[src/rtl/svv_pkg.sv]
// ----------------------------------------------------------------------------
// svv_pkg
// Types and constants shared by the semantic version string validator.
// ----------------------------------------------------------------------------
package svv_pkg;

   localparam int MAX_LENGTH_DEFAULT = 255;
   localparam int MIN_LENGTH         = 5;

   localparam logic [7:0] CHAR_DOT   = 8'h2E;
   localparam logic [7:0] CHAR_MINUS = 8'h2D;
   localparam logic [7:0] CHAR_PLUS  = 8'h2B;
   localparam logic [7:0] CHAR_ZERO  = 8'h30;

   typedef enum logic [2:0] {
      PH_MAJOR = 3'd0,
      PH_MINOR = 3'd1,
      PH_PATCH = 3'd2,
      PH_PRE   = 3'd3,
      PH_BUILD = 3'd4
   } svv_phase_type;

   typedef struct packed {
      logic       is_valid;
      logic [7:0] version_length;
   } svv_result_type;

   typedef struct packed {
      logic       step;
      logic       last_char;
      logic [7:0] char_byte;
   } svv_char_type;

endpackage

[src/rtl/svv_if.sv]
// ----------------------------------------------------------------------------
// svv_req_if / svv_rsp_if
// Valid/ready channels for characters in and check results out.
// ----------------------------------------------------------------------------
interface svv_req_if;
   logic       valid;
   logic       ready;
   logic [7:0] char_byte;
   logic       last_char;

   modport source (output valid, output char_byte, output last_char, input ready);
   modport sink   (input valid, input char_byte, input last_char, output ready);
endinterface

interface svv_rsp_if;
   logic       valid;
   logic       ready;
   logic       is_valid;
   logic [7:0] version_length;

   modport source (output valid, output is_valid, output version_length, input ready);
   modport sink   (input valid, input is_valid, input version_length, output ready);
endinterface

[src/rtl/semver_string_validator_unit.sv]
// ----------------------------------------------------------------------------
// semver_string_validator_unit
// Checks a version string, one character per transaction, against the
// MAJOR.MINOR.PATCH[-pre][+build] form and reports validity and length.
// ----------------------------------------------------------------------------
// result path: the last character is held in the input register, then parsed into the result register
// throughput: one character per cycle while no untaken result holds up a last character
// a result not yet taken holds the next last character and the input behind it
// reset: synchronous, clears the parse state and both stage valid flags
module semver_string_validator_unit
   import svv_pkg::*;
#(
   parameter int MaxLength = MAX_LENGTH_DEFAULT
) (
   input logic        clock,
   input logic        reset,
   svv_req_if.sink    req_chan,
   svv_rsp_if.source  rsp_chan
);

   logic           in_valid_ff, in_valid_in;
   logic [7:0]     in_char_ff;
   logic           in_last_ff;
   logic           in_move;
   logic           req_take;
   logic           rsp_valid_ff, rsp_valid_in;
   svv_result_type rsp_data_ff;
   svv_result_type parse_result;
   svv_char_type   parse_char;

   assign in_move  = in_valid_ff && (!in_last_ff || !rsp_valid_ff || rsp_chan.ready);
   assign req_chan.ready = !in_valid_ff || in_move;
   assign req_take = req_chan.valid && req_chan.ready;
   assign in_valid_in = req_take ? 1'b1 : (in_move ? 1'b0 : in_valid_ff);

   assign parse_char.step      = in_move;
   assign parse_char.last_char = in_last_ff;
   assign parse_char.char_byte = in_char_ff;

   svv_parse #(
      .MaxLength (MaxLength)
   ) u_parse (
      .clock   (clock),
      .reset   (reset),
      .char_in (parse_char),
      .result  (parse_result)
   );

   assign rsp_valid_in = (in_move && in_last_ff) ? 1'b1
                         : (rsp_chan.ready ? 1'b0 : rsp_valid_ff);

   always_ff @(posedge clock) begin
      if (reset) begin
         in_valid_ff  <= 1'b0;
         rsp_valid_ff <= 1'b0;
      end else begin
         in_valid_ff  <= in_valid_in;
         rsp_valid_ff <= rsp_valid_in;
      end
   end

   always_ff @(posedge clock) begin
      if (req_take) begin
         in_char_ff <= req_chan.char_byte;
         in_last_ff <= req_chan.last_char;
      end
      if (in_move && in_last_ff) begin
         rsp_data_ff <= parse_result;
      end
   end

   assign rsp_chan.valid          = rsp_valid_ff;
   assign rsp_chan.is_valid       = rsp_data_ff.is_valid;
   assign rsp_chan.version_length = rsp_data_ff.version_length;

endmodule

[src/rtl/svv_parse.sv]
// ----------------------------------------------------------------------------
// svv_parse
// Parse state and per-character transition; gives the result at the last
// character and then returns to the start state.
// ----------------------------------------------------------------------------
module svv_parse
   import svv_pkg::*;
#(
   parameter int MaxLength = MAX_LENGTH_DEFAULT
) (
   input  logic           clock,
   input  logic           reset,
   input  svv_char_type   char_in,
   output svv_result_type result
);

   localparam int CntW = $clog2(MaxLength + 1);

   svv_phase_type   phase_ff, phase_in, phase_step;
   logic            lead_zero_ff, lead_zero_in, lead_zero_step;
   logic            nonempty_ff, nonempty_in, nonempty_step;
   logic            failed_ff, failed_in, failed_step;
   logic [CntW-1:0] count_ff, count_in, count_step;
   logic            at_max;
   logic            is_digit;
   logic            is_ident;
   logic [CntW+7:0] count_ext;
   logic [7:0]      c;

   assign c        = char_in.char_byte;
   assign at_max   = count_ff >= CntW'(MaxLength);
   assign is_digit = c inside {[8'h30:8'h39]};
   assign is_ident = is_digit || (c inside {[8'h41:8'h5A], [8'h61:8'h7A], CHAR_MINUS});

   // next state for one character
   always_comb begin
      phase_step     = phase_ff;
      lead_zero_step = lead_zero_ff;
      nonempty_step  = nonempty_ff;
      failed_step    = failed_ff || at_max;
      count_step     = at_max ? count_ff : count_ff + CntW'(1);
      case (phase_ff)
         PH_MAJOR, PH_MINOR, PH_PATCH: begin
            if (is_digit) begin
               if (!nonempty_ff) begin
                  nonempty_step  = 1'b1;
                  lead_zero_step = (c == CHAR_ZERO);
               end else if (lead_zero_ff) begin
                  failed_step = 1'b1;
               end
            end else if (!nonempty_ff) begin
               failed_step = 1'b1;
            end else if (c == CHAR_DOT && phase_ff != PH_PATCH) begin
               phase_step     = (phase_ff == PH_MAJOR) ? PH_MINOR : PH_PATCH;
               nonempty_step  = 1'b0;
               lead_zero_step = 1'b0;
            end else if (c == CHAR_MINUS && phase_ff == PH_PATCH) begin
               phase_step     = PH_PRE;
               nonempty_step  = 1'b0;
               lead_zero_step = 1'b0;
            end else if (c == CHAR_PLUS && phase_ff == PH_PATCH) begin
               phase_step     = PH_BUILD;
               nonempty_step  = 1'b0;
               lead_zero_step = 1'b0;
            end else begin
               failed_step = 1'b1;
            end
         end
         PH_PRE, PH_BUILD: begin
            if (is_ident) begin
               nonempty_step = 1'b1;
            end else if (!nonempty_ff) begin
               failed_step = 1'b1;
            end else if (c == CHAR_DOT) begin
               nonempty_step  = 1'b0;
               lead_zero_step = 1'b0;
            end else if (c == CHAR_PLUS && phase_ff == PH_PRE) begin
               phase_step     = PH_BUILD;
               nonempty_step  = 1'b0;
               lead_zero_step = 1'b0;
            end else begin
               failed_step = 1'b1;
            end
         end
         default: begin
            failed_step = 1'b1;
         end
      endcase
   end

   // register update, back to start after the last character
   always_comb begin
      phase_in     = phase_ff;
      lead_zero_in = lead_zero_ff;
      nonempty_in  = nonempty_ff;
      failed_in    = failed_ff;
      count_in     = count_ff;
      if (char_in.step) begin
         if (char_in.last_char) begin
            phase_in     = PH_MAJOR;
            lead_zero_in = 1'b0;
            nonempty_in  = 1'b0;
            failed_in    = 1'b0;
            count_in     = '0;
         end else begin
            phase_in     = phase_step;
            lead_zero_in = lead_zero_step;
            nonempty_in  = nonempty_step;
            failed_in    = failed_step;
            count_in     = count_step;
         end
      end
   end

   // result for the last character
   always_comb begin
      count_ext       = {8'b0, count_step};
      result.is_valid = !failed_step && (count_step >= CntW'(MIN_LENGTH)) && nonempty_step
                        && (phase_step == PH_PATCH || phase_step == PH_PRE
                            || phase_step == PH_BUILD);
      result.version_length = result.is_valid ? count_ext[7:0] : 8'b0;
   end

   always_ff @(posedge clock) begin
      if (reset) begin
         phase_ff     <= PH_MAJOR;
         lead_zero_ff <= 1'b0;
         nonempty_ff  <= 1'b0;
         failed_ff    <= 1'b0;
         count_ff     <= '0;
      end else begin
         phase_ff     <= phase_in;
         lead_zero_ff <= lead_zero_in;
         nonempty_ff  <= nonempty_in;
         failed_ff    <= failed_in;
         count_ff     <= count_in;
      end
   end

endmodule
[src/flat_wrapper.sv]
// flat-port wrapper written by rule: the top's interface ports become plain ports
module semver_string_validator_unit_flat import svv_pkg::*;
#(
   parameter int MaxLength = MAX_LENGTH_DEFAULT
)
  (clock, reset, req_chan_valid, req_chan_char_byte, req_chan_last_char, req_chan_ready, rsp_chan_valid, rsp_chan_is_valid, rsp_chan_version_length, rsp_chan_ready);
  svv_req_if req_chan_i ();
  svv_rsp_if rsp_chan_i ();
  input logic clock;
  input logic reset;
  input wire logic [$bits(req_chan_i.valid)-1:0] req_chan_valid;
  input wire logic [$bits(req_chan_i.char_byte)-1:0] req_chan_char_byte;
  input wire logic [$bits(req_chan_i.last_char)-1:0] req_chan_last_char;
  output wire logic [$bits(req_chan_i.ready)-1:0] req_chan_ready;
  output wire logic [$bits(rsp_chan_i.valid)-1:0] rsp_chan_valid;
  output wire logic [$bits(rsp_chan_i.is_valid)-1:0] rsp_chan_is_valid;
  output wire logic [$bits(rsp_chan_i.version_length)-1:0] rsp_chan_version_length;
  input wire logic [$bits(rsp_chan_i.ready)-1:0] rsp_chan_ready;
  assign req_chan_i.valid = req_chan_valid;
  assign req_chan_i.char_byte = req_chan_char_byte;
  assign req_chan_i.last_char = req_chan_last_char;
  assign req_chan_ready = req_chan_i.ready;
  assign rsp_chan_valid = rsp_chan_i.valid;
  assign rsp_chan_is_valid = rsp_chan_i.is_valid;
  assign rsp_chan_version_length = rsp_chan_i.version_length;
  assign rsp_chan_i.ready = rsp_chan_ready;
  semver_string_validator_unit #(.MaxLength(MaxLength)) u_core (.clock(clock), .reset(reset), .req_chan(req_chan_i), .rsp_chan(rsp_chan_i));
endmodule
[config.mk]
export PLATFORM = sky130hd
export DESIGN_NAME = semver_string_validator_unit_flat
export DESIGN_NICKNAME = d
export VERILOG_FILES = /design/src/rtl/svv_pkg.sv /design/src/rtl/svv_if.sv /design/src/rtl/semver_string_validator_unit.sv /design/src/rtl/svv_parse.sv /design/src/flat_wrapper.sv
export SDC_FILE = /design/constraint.sdc
export NUM_CORES = 1
export LEC_CHECK = 0
export ABC_AREA = 1
export BUFFER_PORTS_ARGS = -buffer_cell sky130_fd_sc_hd__buf_4
export CORE_UTILIZATION = 55
export CTS_BUF_LIST = sky130_fd_sc_hd__clkbuf_8
export DETAILED_ROUTE_END_ITERATION = 16
export GPL_ROUTABILITY_DRIVEN = 0
export PLACE_DENSITY = 0.84
export SLEW_MARGIN = 10
export SYNTH_ARGS = -nofsm -noshare
export SYNTH_HDL_FRONTEND = slang
export SYNTH_SLANG_ARGS = --single-unit
[constraint.sdc]
create_clock -name clock -period 1.83 [get_ports clock]
set_input_delay 0.183 -clock clock [delete_from_list [all_inputs] [get_ports clock]]
set_output_delay 0.183 -clock clock [all_outputs]
set_load 0.005 [all_outputs]
==> impl_metrics.env <==
export IMPL_grt_max_degree=16
export IMPL_grt_setup_unrepaired="yes"
export IMPL_worst_ep_required_time_ps=1980
export IMPL_diodes=0
export IMPL_wl_met1_um=2270
export IMPL_synth_area_mm2=0.00216
export IMPL_syn2layout_area_growth_pct=31.1
export IMPL_finalCritPeriodShare=1.16
export IMPL_grt_pass1_vias=1818
export IMPL_setup_ws_ps=-298
export IMPL_net_switching_power_uw=401
export IMPL_die_y_um=64.7
export IMPL_dieArea_mm2=0.00418
export IMPL_p_seq_frac=0.524
export IMPL_internal_power_mw=1.20
export IMPL_design_core_area_mm2=0.00372
export IMPL_slew_headroom=0.711
export IMPL_hold_viol=0
export IMPL_fin_nets=378
export IMPL_clockBufferDepth=2
export IMPL_yosysWarnings=0
export IMPL_num_rows=22
export IMPL_finalWirelength_um=5390
export IMPL_yosysUniqueCellTypes=32
export IMPL_track_usage=0.253
export IMPL_maxCapViolations=0
export IMPL_crit_arrival_ps=2280
export IMPL_place_inst=393
export IMPL_pwr_density_cell_mw_per_mm2=565
export IMPL_postRouteAntennaNets=0
export IMPL_slew_viol_final=0
export IMPL_fill_cells=255
export IMPL_grt_pass1_wl_um=7950
export IMPL_num_io_pins=24
export IMPL_htreeDepth=2
export IMPL_peakVddDrop_mv=0.498
export IMPL_violations="setup timing"
export IMPL_swShare=0.251
export IMPL_antenna_found_initial=0
export IMPL_end_kind="register"
export IMPL_drive_above_1_share=0.353
export IMPL_worst_pin_slew_ps=432
export IMPL_cts_sinks=34
export IMPL_p_comb_frac=0.106
export IMPL_leakage_nw=1.24
export IMPL_die_w_um=64.7
export IMPL_synth_area_per_cell_um2=7.11
export IMPL_fin_cells=413
export IMPL_fmax_mhz=470
export IMPL_wl_met3_um=404
export IMPL_crit_path_start_kind="register"
export IMPL_final_util=0.762
export IMPL_cts_tree="yes"
export IMPL_vias=2230
export IMPL_numCtsBuffers=5
export IMPL_period_minus_slack_ps=2130
export IMPL_min_path_type="in -> reg"
export IMPL_viasPerCell=5.40
export IMPL_drtPass1Iterations=5
export IMPL_syn_nets=318
export IMPL_drc_errors=0
export IMPL_wl_met2_um=2490
export IMPL_cts_root_buf="clkbuf_8"
export IMPL_fin_hold_ws_ps=60.5
export IMPL_drtIter0Drc=191
export IMPL_portBuffers=23
export IMPL_clk_latency_ps=290
export IMPL_top_layer_used="met4"
export IMPL_gr_total_overflow=0
export IMPL_synthCells=304
export IMPL_wire_per_inst_um=13.0
export IMPL_power_frac_clock=0.370
export IMPL_status="finished, violations left"
export IMPL_crit_type="reg -> reg"
export IMPL_ys_seq_area_frac=0.398
export IMPL_critPathMaxFanout=5
export IMPL_synth_seq_cells=34
export IMPL_finClkSkew_ps=14.3
export IMPL_clkSlewWorstSetupHoldPaths_ps=80
export IMPL_setup_viol_count_final=10
export IMPL_dp_hpwl_um=3260
export IMPL_initial_core_util=0.581
[synthesized netlist by cell type (all sizes together)]
| master | instances | area share |
|---|---|---|
| o21a | 1 | 0.0035 |
| nand4 | 7 | 0.029 |
| xnor2 | 1 | 0.0041 |
| inv | 41 | 0.071 |
| xor2 | 1 | 0.0041 |
| a21oi | 20 | 0.052 |
| o21bai | 1 | 0.0035 |
| clkbuf | 2 | 0.0035 |
| nand2 | 107 | 0.20 |
| ha | 1 | 0.0058 |
| dfxtp | 16 | 0.15 |
| clkinv | 2 | 0.0040 |
| o211ai | 1 | 0.0035 |
| nor2 | 44 | 0.10 |
| nand3 | 31 | 0.091 |
| buf | 2 | 0.0075 |
| a31oi | 1 | 0.0029 |
| edfxtp | 18 | 0.25 |
| o21ai | 7 | 0.018 |
[final timing paths]
check                      startpoint                                 to  slack, ps  depth (start not counted)
max              u_core.in_char_ff[7]  u_core.rsp_chan.version_length[3]       -300                         12
min             req_chan_char_byte[4]               u_core.in_char_ff[4]         60                          1
max reg2reg      u_core.in_char_ff[7]  u_core.rsp_chan.version_length[3]       -300                         12
min reg2reg  u_core.u_parse.failed_ff           u_core.u_parse.failed_ff        470                          2
[registers in the layout (all words and copies together), names as in the netlist]
name / flops
u_core.rsp_chan.valid: 1
u_core.rsp_chan.is_valid: 1
u_core.rsp_chan.version_length: 8
u_core.u_parse.lead_zero_ff: 1
u_core.u_parse.count_ff: 8
u_core.in_valid_ff: 1
u_core.u_parse.phase_ff: 3
u_core.in_last_ff: 1
u_core.u_parse.nonempty_ff: 1
u_core.u_parse.failed_ff: 1
u_core.in_char_ff: 8
[power groups by stage]
| stage | logic (mW) | clock network [mW] | registers [mW] |
|---|---|---|---|
| 6_report | 0.170 | 0.592 | 0.839 |
| 5_1_grt | 0.185 | 0.633 | 0.841 |
| 4_1_cts | 0.156 | 0.595 | 0.837 |
| 3_5_place_dp | 0.147 | 0 | 0.854 |
| 3_3_place_gp | 0.144 | 0 | 0.854 |
| 2_1_floorplan | 0.0789 | 0 | 0.855 |
[worst max-delay path, cell delays in order (launching register included)]
cell and delay [ps]:
edfxtp_1 470, inv_2 100, buf_4 110, nand2_1 40, nor2_1 230, nor2_1 110
o21ai_1 130, nand2_1 110, nand3_1 140, nand2_2 90, nor2_4 200, nand3_4 140
nor2_2 110
[cells by family (layout without fill, tap and decap cells)]
family                     count (synthesis)  in the layout  synth area share
DFF                                       34             34             0.398
AOI/OAI and AO/OA                         31             31            0.0828
xor gates and xnor gates                   2              2           0.00811
buffers and inverters                     47            106            0.0863
adders and majority gates                  1              1           0.00579
and+or+nand+nor                          189            191             0.419
[per-layer routing]
metal  vias up  GRT usage
li1       1093          -
met1       988      0.334
met2       125      0.391
met3        24     0.0616
met4         0      0.117
met5         -          0
[timing repair]
| action | CTS | global route |
|---|---|---|
| hold buffers | 0 | 0 |
| pin swaps | 12 | 12 |
| resized for setup | 13 | 21 |
| setup endpoints to repair | 9 | 11 |
| cloned | 2 | 0 |
| buffers inserted | 5 | 5 |
[layout by cell type (no fill, tap or decap), types with 6 or more instances in the layout]
| master | instances |
|---|---|
| nand2_2 | 13 |
| nand3_1 | 21 |
| nor2_4 | 7 |
| buf_4 | 53 |
| clkbuf_8 | 6 |
| nand2_1 | 93 |
| nor2_1 | 20 |
| inv_2 | 9 |
| dfxtp_1 | 16 |
| nand3_2 | 8 |
| a21oi_1 | 19 |
| inv_1 | 32 |
| nor2_2 | 17 |
| edfxtp_1 | 18 |
[per-stage QoR]
stage | total power, mW | instance area (µm²) | setup WS, ps | TNS [ps]
final | 1.60 | 2830 | -298 | -2500
after global routing | 1.66 | 2830 | -324 | -3020
after CTS | 1.59 | 2730 | -2.75 | -5.10
after detailed placement | 1.00 | 2530 | -52.7 | -418
after global placement | 0.998 | 2530 | 5.35 | 0
after floorplan | 0.934 | 2160 | 29.6 | 0
[area by class of cell]
type,count,area (µm²),area share
Timing Repair Buffer,55,420,0.148
Clock buffer,6,82.6,0.0292
Tap cell,48,60.1,0.0212
Multi-Input combinational cell,225,1230,0.436
Inverter,43,163,0.0574
Clock inverter,2,12.5,0.00442
Sequential cell,34,861,0.304
Power figures use the tool's default switching activity.
